--- src/rtl/wpit_pkg.sv ---
// Package for the work/pause interval timer.
// Holds the mode, display and button codes, the register indexes, the
// arithmetic constants and the structs passed between the timer modules.
package wpit_pkg;

    typedef enum logic [2:0] {
        MODE_LONG_RUN   = 3'd0,
        MODE_LONG_DONE  = 3'd1,
        MODE_SHORT_RUN  = 3'd2,
        MODE_SHORT_DONE = 3'd3,
        MODE_OFF        = 3'd4
    } t_mode;

    typedef enum logic [1:0] {
        SHOW_DIGITS = 2'd0,
        SHOW_PAUSE  = 2'd1,
        SHOW_WORK   = 2'd2,
        SHOW_BLANK  = 2'd3
    } t_show;

    typedef enum logic [1:0] {
        BTN_NONE   = 2'd0,
        BTN_SHORT  = 2'd1,
        BTN_LONG   = 2'd2,
        BTN_DOUBLE = 2'd3
    } t_btn;

    localparam logic CFG_LONG_IDX  = 1'b0;
    localparam logic CFG_SHORT_IDX = 1'b1;

    localparam logic [22:0] MAX_DURATION   = 23'd5999999;
    localparam logic [22:0] LONG_RESET_MS  = 23'd1800000;
    localparam logic [22:0] SHORT_RESET_MS = 23'd300000;

    localparam logic [12:0] HZ_HIGH      = 13'd8000;
    localparam logic [12:0] HZ_LOW       = 13'd5000;
    localparam logic [7:0]  LEN_CLICK    = 8'd200;
    localparam logic [7:0]  LEN_NOTE     = 8'd100;
    localparam logic [31:0] NOTE_GAP_MS  = 32'd200;
    localparam logic [31:0] REPEAT_MS    = 32'd60000;

    // 2^16 mod 1000, used to fold the timestamp before the mod-1000 step.
    localparam logic [9:0]  FOLD_K       = 10'd536;
    // Reciprocals: x/1000 (x/60 for RCP_SEC_MIN) = (x*M) >> S for the stated input widths.
    localparam logic [23:0] RCP_MS_SEC   = 24'd8589935;   // 23-bit x, shift 33
    localparam logic [26:0] RCP_FOLD     = 27'd68719477;  // 26-bit x, shift 36
    localparam logic [13:0] RCP_SEC_MIN  = 14'd8739;      // 13-bit x, shift 19
    localparam logic [25:0] BLINK_LIMIT  = 26'd500;

    typedef struct packed {
        t_mode       mode;
        t_show       kind;
        logic [22:0] rem;
        logic        tone_start;
        logic [12:0] tone_hz;
        logic [7:0]  tone_len;
        logic        text;
        logic [25:0] fold;
    } t_step_res;

    typedef struct packed {
        t_mode       mode;
        t_show       kind;
        logic [6:0]  minutes;
        logic [5:0]  seconds;
        logic        blank;
        logic [22:0] rem;
        logic        tone_start;
        logic [12:0] tone_hz;
        logic [7:0]  tone_len;
    } t_result;

    typedef struct packed {
        logic ld2;
        logic ld3;
        logic ld4;
    } t_fmt_en;

endpackage

--- src/rtl/wpit_step.sv ---
// Timer state, duration registers and the per-item mode machine.
// Depends on wpit_pkg; holds the step register and feeds the formatting stages.
module wpit_step
    import wpit_pkg::*;
(
    input  logic        i_clk,
    input  logic        i_rst_n,
    input  logic        i_cfg_valid,
    input  logic        i_cfg_index,
    input  logic [22:0] i_cfg_data,
    input  logic        i_load,
    input  logic [31:0] i_now,
    input  logic [1:0]  i_btn,
    output t_step_res   o_res
);

    logic [22:0] r_long_ms;
    logic [22:0] r_short_ms;
    logic [31:0] r_last;
    logic [22:0] r_rem;
    t_mode       r_mode;
    t_show       r_kind;
    logic [31:0] r_next_note;
    logic [1:0]  r_note_idx;
    t_step_res   r_res;

    logic [22:0] n_rem;
    t_mode       n_mode;
    t_show       n_kind;
    logic [31:0] n_next_note;
    logic [1:0]  n_note_idx;

    t_btn        w_btn;
    logic [31:0] w_elapsed;
    logic        w_done;
    logic        w_note;
    logic [12:0] w_note_hz;
    logic [22:0] w_long_clamp;
    logic [22:0] w_short_clamp;
    logic        w_tone_start;
    logic [12:0] w_tone_hz;
    logic [7:0]  w_tone_len;
    logic [25:0] w_fold;

    assign w_btn         = t_btn'(i_btn);
    assign w_elapsed     = i_now - r_last;
    assign w_long_clamp  = (r_long_ms > MAX_DURATION) ? MAX_DURATION : r_long_ms;
    assign w_short_clamp = (r_short_ms > MAX_DURATION) ? MAX_DURATION : r_short_ms;

    // Next state of the mode machine, countdown and melody schedule.
    always_comb begin
        n_mode      = r_mode;
        n_kind      = r_kind;
        n_next_note = r_next_note;
        n_note_idx  = r_note_idx;
        w_note      = 1'b0;
        w_note_hz   = '0;
        if (w_elapsed >= {9'd0, r_rem}) begin
            w_done = 1'b1;
            n_rem  = '0;
        end else begin
            w_done = 1'b0;
            n_rem  = r_rem - w_elapsed[22:0];
        end
        unique case (r_mode)
            MODE_LONG_RUN: begin
                if (w_done) begin
                    n_mode = MODE_LONG_DONE;
                    n_kind = SHOW_PAUSE;
                end
                if (w_btn == BTN_LONG) begin
                    n_mode = MODE_SHORT_RUN;
                    n_kind = SHOW_DIGITS;
                    n_rem  = w_short_clamp;
                end else if (w_btn == BTN_DOUBLE) begin
                    n_mode = MODE_OFF;
                    n_kind = SHOW_BLANK;
                end
            end
            MODE_LONG_DONE: begin
                if (w_btn == BTN_SHORT || w_btn == BTN_DOUBLE) begin
                    if (w_btn == BTN_SHORT) begin
                        n_mode = MODE_SHORT_RUN;
                        n_kind = SHOW_DIGITS;
                        n_rem  = w_short_clamp;
                    end else begin
                        n_mode = MODE_OFF;
                        n_kind = SHOW_BLANK;
                    end
                    n_next_note = '0;
                    n_note_idx  = '0;
                end else if (r_next_note == '0) begin
                    n_next_note = i_now;
                end else if (i_now > r_next_note) begin
                    unique case (r_note_idx)
                        2'd0: begin
                            w_note      = 1'b1;
                            w_note_hz   = HZ_HIGH;
                            n_next_note = i_now + NOTE_GAP_MS;
                            n_note_idx  = 2'd1;
                        end
                        2'd1: begin
                            w_note      = 1'b1;
                            w_note_hz   = HZ_LOW;
                            n_next_note = i_now + NOTE_GAP_MS;
                            n_note_idx  = 2'd2;
                        end
                        2'd2: begin
                            w_note      = 1'b1;
                            w_note_hz   = HZ_HIGH;
                            n_next_note = i_now + REPEAT_MS;
                            n_note_idx  = 2'd0;
                        end
                        default: begin
                        end
                    endcase
                end
            end
            MODE_SHORT_RUN: begin
                if (w_done) begin
                    n_mode = MODE_SHORT_DONE;
                    n_kind = SHOW_WORK;
                end
                if (w_btn == BTN_LONG) begin
                    n_mode = MODE_LONG_RUN;
                    n_kind = SHOW_DIGITS;
                    n_rem  = w_long_clamp;
                end else if (w_btn == BTN_DOUBLE) begin
                    n_mode = MODE_OFF;
                    n_kind = SHOW_BLANK;
                end
            end
            MODE_SHORT_DONE: begin
                if (w_btn == BTN_SHORT) begin
                    n_mode = MODE_LONG_RUN;
                    n_kind = SHOW_DIGITS;
                    n_rem  = w_long_clamp;
                end else if (w_btn == BTN_DOUBLE) begin
                    n_mode = MODE_OFF;
                    n_kind = SHOW_BLANK;
                end
            end
            default: begin
                if (w_btn != BTN_NONE) begin
                    n_mode = MODE_LONG_RUN;
                    n_kind = SHOW_DIGITS;
                    n_rem  = w_long_clamp;
                end
            end
        endcase
    end

    // Tone request: a click beep wins over a melody note.
    always_comb begin
        if (w_btn != BTN_NONE) begin
            w_tone_start = 1'b1;
            w_tone_hz    = HZ_HIGH;
            w_tone_len   = LEN_CLICK;
        end else if (w_note) begin
            w_tone_start = 1'b1;
            w_tone_hz    = w_note_hz;
            w_tone_len   = LEN_NOTE;
        end else begin
            w_tone_start = 1'b0;
            w_tone_hz    = '0;
            w_tone_len   = '0;
        end
    end

    // Fold the timestamp to a 26-bit value with the same residue mod 1000.
    assign w_fold = 26'(i_now[31:16]) * 26'(FOLD_K) + 26'(i_now[15:0]);

    always_ff @(posedge i_clk) begin
        if (!i_rst_n) begin
            r_long_ms   <= LONG_RESET_MS;
            r_short_ms  <= SHORT_RESET_MS;
            r_last      <= '0;
            r_rem       <= LONG_RESET_MS;
            r_mode      <= MODE_LONG_RUN;
            r_kind      <= SHOW_DIGITS;
            r_next_note <= '0;
            r_note_idx  <= '0;
        end else begin
            if (i_cfg_valid) begin
                unique case (i_cfg_index)
                    CFG_LONG_IDX:  r_long_ms  <= i_cfg_data;
                    CFG_SHORT_IDX: r_short_ms <= i_cfg_data;
                endcase
            end
            if (i_load) begin
                r_last      <= i_now;
                r_rem       <= n_rem;
                r_mode      <= n_mode;
                r_kind      <= n_kind;
                r_next_note <= n_next_note;
                r_note_idx  <= n_note_idx;
            end
        end
    end

    always_ff @(posedge i_clk) begin
        if (i_load) begin
            r_res.mode       <= n_mode;
            r_res.kind       <= n_kind;
            r_res.rem        <= n_rem;
            r_res.tone_start <= w_tone_start;
            r_res.tone_hz    <= w_tone_hz;
            r_res.tone_len   <= w_tone_len;
            r_res.text       <= (n_kind == SHOW_PAUSE) || (n_kind == SHOW_WORK);
            r_res.fold       <= w_fold;
        end
    end

    assign o_res = r_res;

    a_state_holds: assert property (@(posedge i_clk) disable iff (!i_rst_n)
        !i_load |=> $stable(r_last) && $stable(r_mode) && $stable(r_rem))
        else $error("timer state changed without an item");

    a_rem_range: assert property (@(posedge i_clk) disable iff (!i_rst_n)
        r_rem <= MAX_DURATION)
        else $error("remaining count above the maximum duration");

    a_note_idx: assert property (@(posedge i_clk) disable iff (!i_rst_n)
        r_note_idx != 2'd3)
        else $error("melody note index out of range");

endmodule

--- config.mk ---
export PLATFORM = sky130hd
export DESIGN_NAME = wpit_step
export DESIGN_NICKNAME = d
export VERILOG_FILES = /design/src/rtl/wpit_pkg.sv /design/src/rtl/wpit_step.sv
export SDC_FILE = /design/constraint.sdc
export NUM_CORES = 1
export LEC_CHECK = 0
export ABC_AREA = 1
export BUFFER_PORTS_ARGS = -buffer_cell sky130_fd_sc_hd__buf_2
export CORE_UTILIZATION = 55
export DETAILED_ROUTE_END_ITERATION = 16
export PLACE_DENSITY = 0.84
export SYNTH_ARGS = -nofsm -noshare
export SYNTH_HDL_FRONTEND = slang
export SYNTH_SLANG_ARGS = --single-unit
--- constraint.sdc ---
create_clock -name i_clk -period 7.12 [get_ports i_clk]
set_clock_uncertainty 0.05 [all_clocks]
set_input_delay 1.068 -clock i_clk [delete_from_list [all_inputs] [get_ports i_clk]]
set_output_delay 1.068 -clock i_clk [all_outputs]
set_load 0.1 [all_outputs]
==> results of run 1 <==
cells in the final DEF, fill, tap and decap left out, types with 4 or more instances in the layout:
cell type and count:
nor3_1 17, clkbuf_1 6, a31o_2 8, fa_1 12, o21ai_0 154, xor2_1 61
clkbuf_16 25, nor2_2 11, a211oi_1 7, nand2_2 12, edfxtp_1 61, ha_1 180
buf_2 129, clkinv_1 5, inv_1 405, nor2_1 208, o22ai_1 4, o21ai_1 10
nand3_1 116, nor4_1 16, o211ai_1 15, nand4_1 30, buf_4 10, nand2_1 589
nand3b_1 20, conb_1 8, o21a_1 6, bufinv_16 5, a21oi_1 223, xnor2_1 28
nand3_2 8, dfxtp_1 140, or2_2 4
sequential cells by signal (all words and copies together) (netlist names):
signal and count:
r_kind 2, r_last 32, r_rem 23, r_short_ms 23
r_mode 3, r_next_note 32, o_res 61, r_long_ms 23
r_note_idx 2
routing by layer:
layer  vias up  part of all wire  track usage
li1       8145                 -            -
met1      7727              0.43        0.399
met2       716              0.48        0.537
met3       103             0.067       0.0306
met4         0             0.031        0.118
met5         -                 0            0
where the power goes:
| group | switching [µW] | internal [µW] | total (µW) |
|---|---|---|---|
| logic | 1660 | 636 | 2290 |
| registers | 57.3 | 1330 | 1390 |
| clock network | 517 | 848 | 1370 |
per-stage QoR:
step	power (µW)	cell area, µm²	std cells	hold slack [ns]
floorplan	3180	16700	2468	0.380
global placement	3630	17600	2921	0.394
detailed placement	3660	17600	2921	0.406
CTS	5040	18400	2964	0.414
global route	5320	18400	2964	0.433
finish	5050	18400	2964	0.410
how the worst min path moves through the flow:
stage	slack (ns)	cells after the start	end
after floorplan	0.38	2	r_long_ms[6]
after global placement	0.39	2	r_long_ms[3]
after detailed placement	0.41	2	r_last[3]
after CTS	0.41	2	r_last[3]
after global routing	0.43	2	r_last[3]
final	0.41	2	r_last[3]
worst min-delay path: cells and delay by family, from the launching register on:
kind,cells,cell delay [ns]
flip-flops,1,0.29
AO/OA/AOI/OAI,1,0.06
buffers and inverters,1,0.06
Yosys cell counts, drive strengths merged (6+ instances only):
| master | number | area (µm²) |
|---|---|---|
| o21a | 6 | 45.0 |
| a211oi | 7 | 52.6 |
| nand3b | 20 | 150 |
| clkbuf | 47 | 176 |
| a21oi | 224 | 1130 |
| fa | 12 | 240 |
| nand2 | 602 | 2300 |
| nor3 | 17 | 85.1 |
| nand4 | 30 | 188 |
| nand3 | 124 | 661 |
| nor4 | 16 | 100 |
| buf | 29 | 190 |
| inv | 407 | 1530 |
| o21ai | 164 | 821 |
| xnor2 | 28 | 245 |
| o211ai | 15 | 113 |
| edfxtp | 61 | 1830 |
| a31o | 8 | 70.1 |
| xor2 | 61 | 534 |
| nor2 | 223 | 903 |
| ha | 180 | 2250 |
| dfxtp | 140 | 2800 |
cell type report:
| cell class | count | share of cell area |
|---|---|---|
| clock inverters | 10 | 0.0109 |
| flip-flops and latches | 201 | 0.251 |
| repair buffers | 139 | 0.0391 |
| clock buffers | 33 | 0.0366 |
| well taps | 390 | 0.0265 |
| inverters | 412 | 0.0841 |
| multi-input cells | 1779 | 0.551 |
cells by family (layout without fill, tap and decap cells):
family	Yosys count	in the layout	share of synthesized area
AOI/OAI and AO/OA	451	451	0.146
xor gates and xnor gates	89	89	0.0467
adders and majority gates	192	192	0.149
buffers and inverters	488	594	0.115
DFF	201	201	0.278
other	1	8	0.000225
and+or+nand+nor	1039	1039	0.265
==> metrics.txt, run 1 <==
syn_area_per_cell 6.78 µm²; Hold WC Path Type reg2reg; IO Port Bufs between 100 and 150; WS Path Type in2reg; cell breakdown of the critical path buf_2 > ha_1 > ha_1 > inv_1 > fa_1 > inv_1 > ha_1 > a21oi_1 > o21ai_1 > xor2_1 > ha_1 > nand2_1 > o21ai_0 > a21oi_1 > o21ai_0 > a21oi_1 > nor2_1 > nand2_1 > nor2_2 > nand2_1 > nand2_1 > nand2_1; DP Worst Slack 1.56 ns; vias in the first global route 15800; Setup crit end kind register; Starting Density 0.562; max-slew violation count 0; family with the most delay on the worst path adder cells; clock-pin transition on the worst setup and hold timing paths 0.06 ns; Root Driver clkbuf_16; Max FO, Critical Path 9; Critical R2R Launch r_last[8]; critical register-to-register path endpoint o_res[26]; Final period util 0.706; Max-slew headroom 0.303; RSZ-0062 raised after global routing false; vias ~17000; Post-CTS Hold Buffers 0; Syn Std Cell Area 16700 µm²; diode count 0; CP Buf/Inv Count 3; antenna-violating nets left 0; GPL Wtd Cong about 0.95; Worst-Margin Slew approximately 1.0 ns; Worst EP arrival around 5.3 ns; HP Start r_last[3]; TritonCTS buffer count 24; ys flop type dfxtp_1; Final min period about 5 ns; Fin Setup TNS 0 ns; Finished Core Util 0.621; Max clock buf depth 3; GRT Residual Overflow 0; CTS tree yes; std cell rows 63; Maximum Capacitance Violations 0; Die Span Y ~180 µm; Final setup viols 0; layout cells sized above 1 0.0886; Post-synth EDFFs 61; Max IR drop VDD 419 µV; initial antenna violation count 0; final hold vios 0; R2R Setup Slk 2.73 ns; number of DRC markers in iteration 0 1581; DR DRC count 0; first-pass GRT wire length approximately 80000 µm; asr flop ratio synth 0; H-tree depth 1; Avg Vias per Cell roughly 5.6; FF-to-FF path depth 21; hpwl dp 37500 µm; global-route usage over all layers 0.311; post-CTS setup buffers 0; Pleak 0.00924 µW; clk_lat worst skew 0.56 ns; core box area slightly below 30000 µm²; Worst Setup SP i_now[23]; Synth Instances 2461; setup ws final 2.10 ns; Max stage delay on crit path 0.50 ns; CP max-delay cell fa_1; outcome completed; CTS sink count 201; die area ~31000 µm²; pin count of the biggest net entering global routing 86; TritonRoute pass-1 iters 6; multi-input logic area 10200 µm²; most used cell, CP nand2_1; post-synth cell types 55; Startpoint Class input pin; post-synthesis sequential area ratio 0.278; Chip Width 176 µm; Reg area 4630 µm²; CP Depth 22; Post-CTS Resized 0; CP required 7.37 ns; Critical Path End o_res[23]; Power per Cell Area 274 nW/µm²; DRT Wirelength 48700 µm; Ports roughly 140; per-cell routed wire length around 16 µm; area grow syn2layout 10.5%; Max Clk Rate around 0.20 GHz; fin nets 2811; YS warnings 0; fillers 2676; synthesized flop and latch total 201
No activity file was read; power rests on OpenSTA's default activity.
==> run 2: changes to the inputs <==
==> constraint.sdc (replaced) <==
create_clock -name i_clk -period 5 [get_ports i_clk]
set_clock_uncertainty 0.05 [all_clocks]
set_input_delay 0.75 -clock i_clk [delete_from_list [all_inputs] [get_ports i_clk]]
set_output_delay 0.75 -clock i_clk [all_outputs]
set_load 0.1 [all_outputs]
==> run 2 against run 1 <==
Register-to-register slack got worse by 2.0 ns. Non-clock buffer count up 31. Global-route usage rose by 0.88 points. Sequential share of layout area fell by 0.19 points. Worst setup slack worse by 1.6 ns. Clock-buffer cell count is 5 higher. First-iteration DRC count up 8.1%.
==> metrics.txt, run 2 (same netlist as run 1, synthesis figures left out) <==
std cell rows 63; first-pass GRT wire length 80200 µm; clk_lat worst skew 0.57 ns; Gate power share 0.472; TritonRoute pass-1 iters 7; Maximum Capacitance Violations 0; max-slew violation count 0; Worst-Margin Slew about 1.1 ns; Chip Width approximately 180 µm; max reg flops 61; Starting Density 0.562; R2R Setup Slk 0.75 ns; Startpoint Class input pin; leading cell type in the layout, fill and taps excluded nand2_1; CTS tree yes; GPL Wtd Cong 0.953; initial antenna violation count 0; CP required 5.24 ns; die area 31100 µm²; RSZ-0062 raised after global routing false; IO Port Bufs 130; global-route usage over all layers 0.320; final hold vios 0; power share of the clock group 0.247; Ports 139; post-CTS setup buffers 0; critical register-to-register path endpoint r_rem[6]; TritonCTS buffer count 24; outcome completed; Worst Hold Depth 3; Max Clk Rate 0.224 GHz; hpwl dp around 39000 µm; Pleak 0.00935 µW; CTS sink count about 200; Post-Place Cell Area 17800 µm²; WS Path Type in2reg; met1 usage 0.414; Max FO, Critical Path 7; core box area 29700 µm²; commonest cells after routing, fill and taps aside nand2_1 (589), inv_1 (405), a21oi_1 (223), nor2_1 (208), ha_1 (180); Avg Vias per Cell 5.61; number of DRC markers in iteration 0 about 1700; Max IR drop VDD 450 µV; Max clock buf depth 3; Post-CTS Resized 0; diode count 0; Final setup viols 0; per-cell routed wire length 16.7 µm; Hold WC Path Type in2reg; switching fraction of total power 0.455; Pint 3840 µW; Die Span Y 176 µm; vias 16800; FF-to-FF path depth 24; fillers 2702; Seq pwr share 0.281; Power per Cell Area around 380 nW/µm²; Worst EP arrival 4.71 ns; vias in the first global route 16000; met3 GRT Util 0.0340; Final min period 4.47 ns; H-tree depth 1; net load switching power between 3000 and 4000 µW; grt peak-use layer met2; M2 GR Usage 0.545; fin nets 2842; pin count of the biggest net entering global routing between 80 and 90; Post-CTS Hold Buffers 0; Critical R2R Launch r_last[11]; clock-pin transition on the worst setup and hold timing paths approximately 0.06 ns; HP Start i_cfg_data[15]; Total Power slightly above 7000 µW; DRT Wirelength 49900 µm; DR DRC count 0; Hold Path Sink r_short_ms[15]; Final period util 0.894; Setup crit end kind register; antenna-violating nets left 0; layout cells sized above 1 0.0994; Max-slew headroom 0.270; GRT Residual Overflow 0; Root Driver clkbuf_16; cell area after layout 18600 µm²; Fin Setup TNS 0 ns; area grow syn2layout 11.3%
==> run 2: cell type report <==
class / count / area (µm²) / area share
inverters: 412 / 1550 / 0.0835
multi-input cells: 1779 / 10200 / 0.547
well taps: 390 / 488 / 0.0263
clock buffers: 38 / 718 / 0.0387
repair buffers: 170 / 953 / 0.0513
flip-flops and latches: 201 / 4630 / 0.249
clock inverters: 6 / 65.1 / 0.00350
==> run 2: how the worst max path moves through the flow <==
stage	from	to	depth (start not counted)	slack [ns]
2_1_floorplan	i_now[18]	o_res[23]	21	0.52
3_3_place_gp	i_now[18]	o_res[23]	22	0.09
3_5_place_dp	i_now[19]	o_res[22]	20	-0.06
4_1_cts	i_now[19]	o_res[22]	20	0.49
5_1_grt	i_now[19]	o_res[24]	20	0.18
6_report	i_now[19]	o_res[22]	20	0.53
==> run 2: power groups by stage <==
stage / sequential, µW / combinational [µW] / clock [µW]
2_1_floorplan: 2700 / 1830 / 0
3_3_place_gp: 2000 / 3220 / 0
3_5_place_dp: 2010 / 3260 / 0
4_1_cts: 1980 / 3290 / 1760
5_1_grt: 1990 / 3620 / 1820
6_report: 1980 / 3330 / 1740
==> run 2: per-stage QoR <==
step           utilization  cells  setup slack [ns]  hold WS, ns
2_1_floorplan            -   2468             0.522        0.380
3_3_place_gp         0.599   2952            0.0867        0.396
3_5_place_dp         0.599   2952           -0.0611        0.406
4_1_cts              0.625   2996             0.492        0.346
5_1_grt              0.625   2996             0.184        0.354
6_report             0.625   2996             0.532        0.350
==> run 2: metal layers <==
metal,vias up,share of wire
met1,7737,0.42
met4,0,0.037
met2,716,0.47
met3,147,0.075
met5,-,0
li1,8216,-
==> run 2: worst max-delay path, cell delays in order <==
cell      delay [ns]
buf_2           0.23
ha_1            0.28
ha_1            0.29
inv_1           0.05
fa_1            0.53
inv_1           0.05
ha_1            0.36
a21oi_1         0.21
o21ai_0         0.16
a21boi_0        0.42
xnor2_1         0.12
ha_1            0.36
nand2_1         0.06
o21ai_0         0.19
buf_4           0.17
inv_1           0.04
nor2_1          0.20
nand3_1         0.11
nand2_1         0.08
nand2_1         0.06
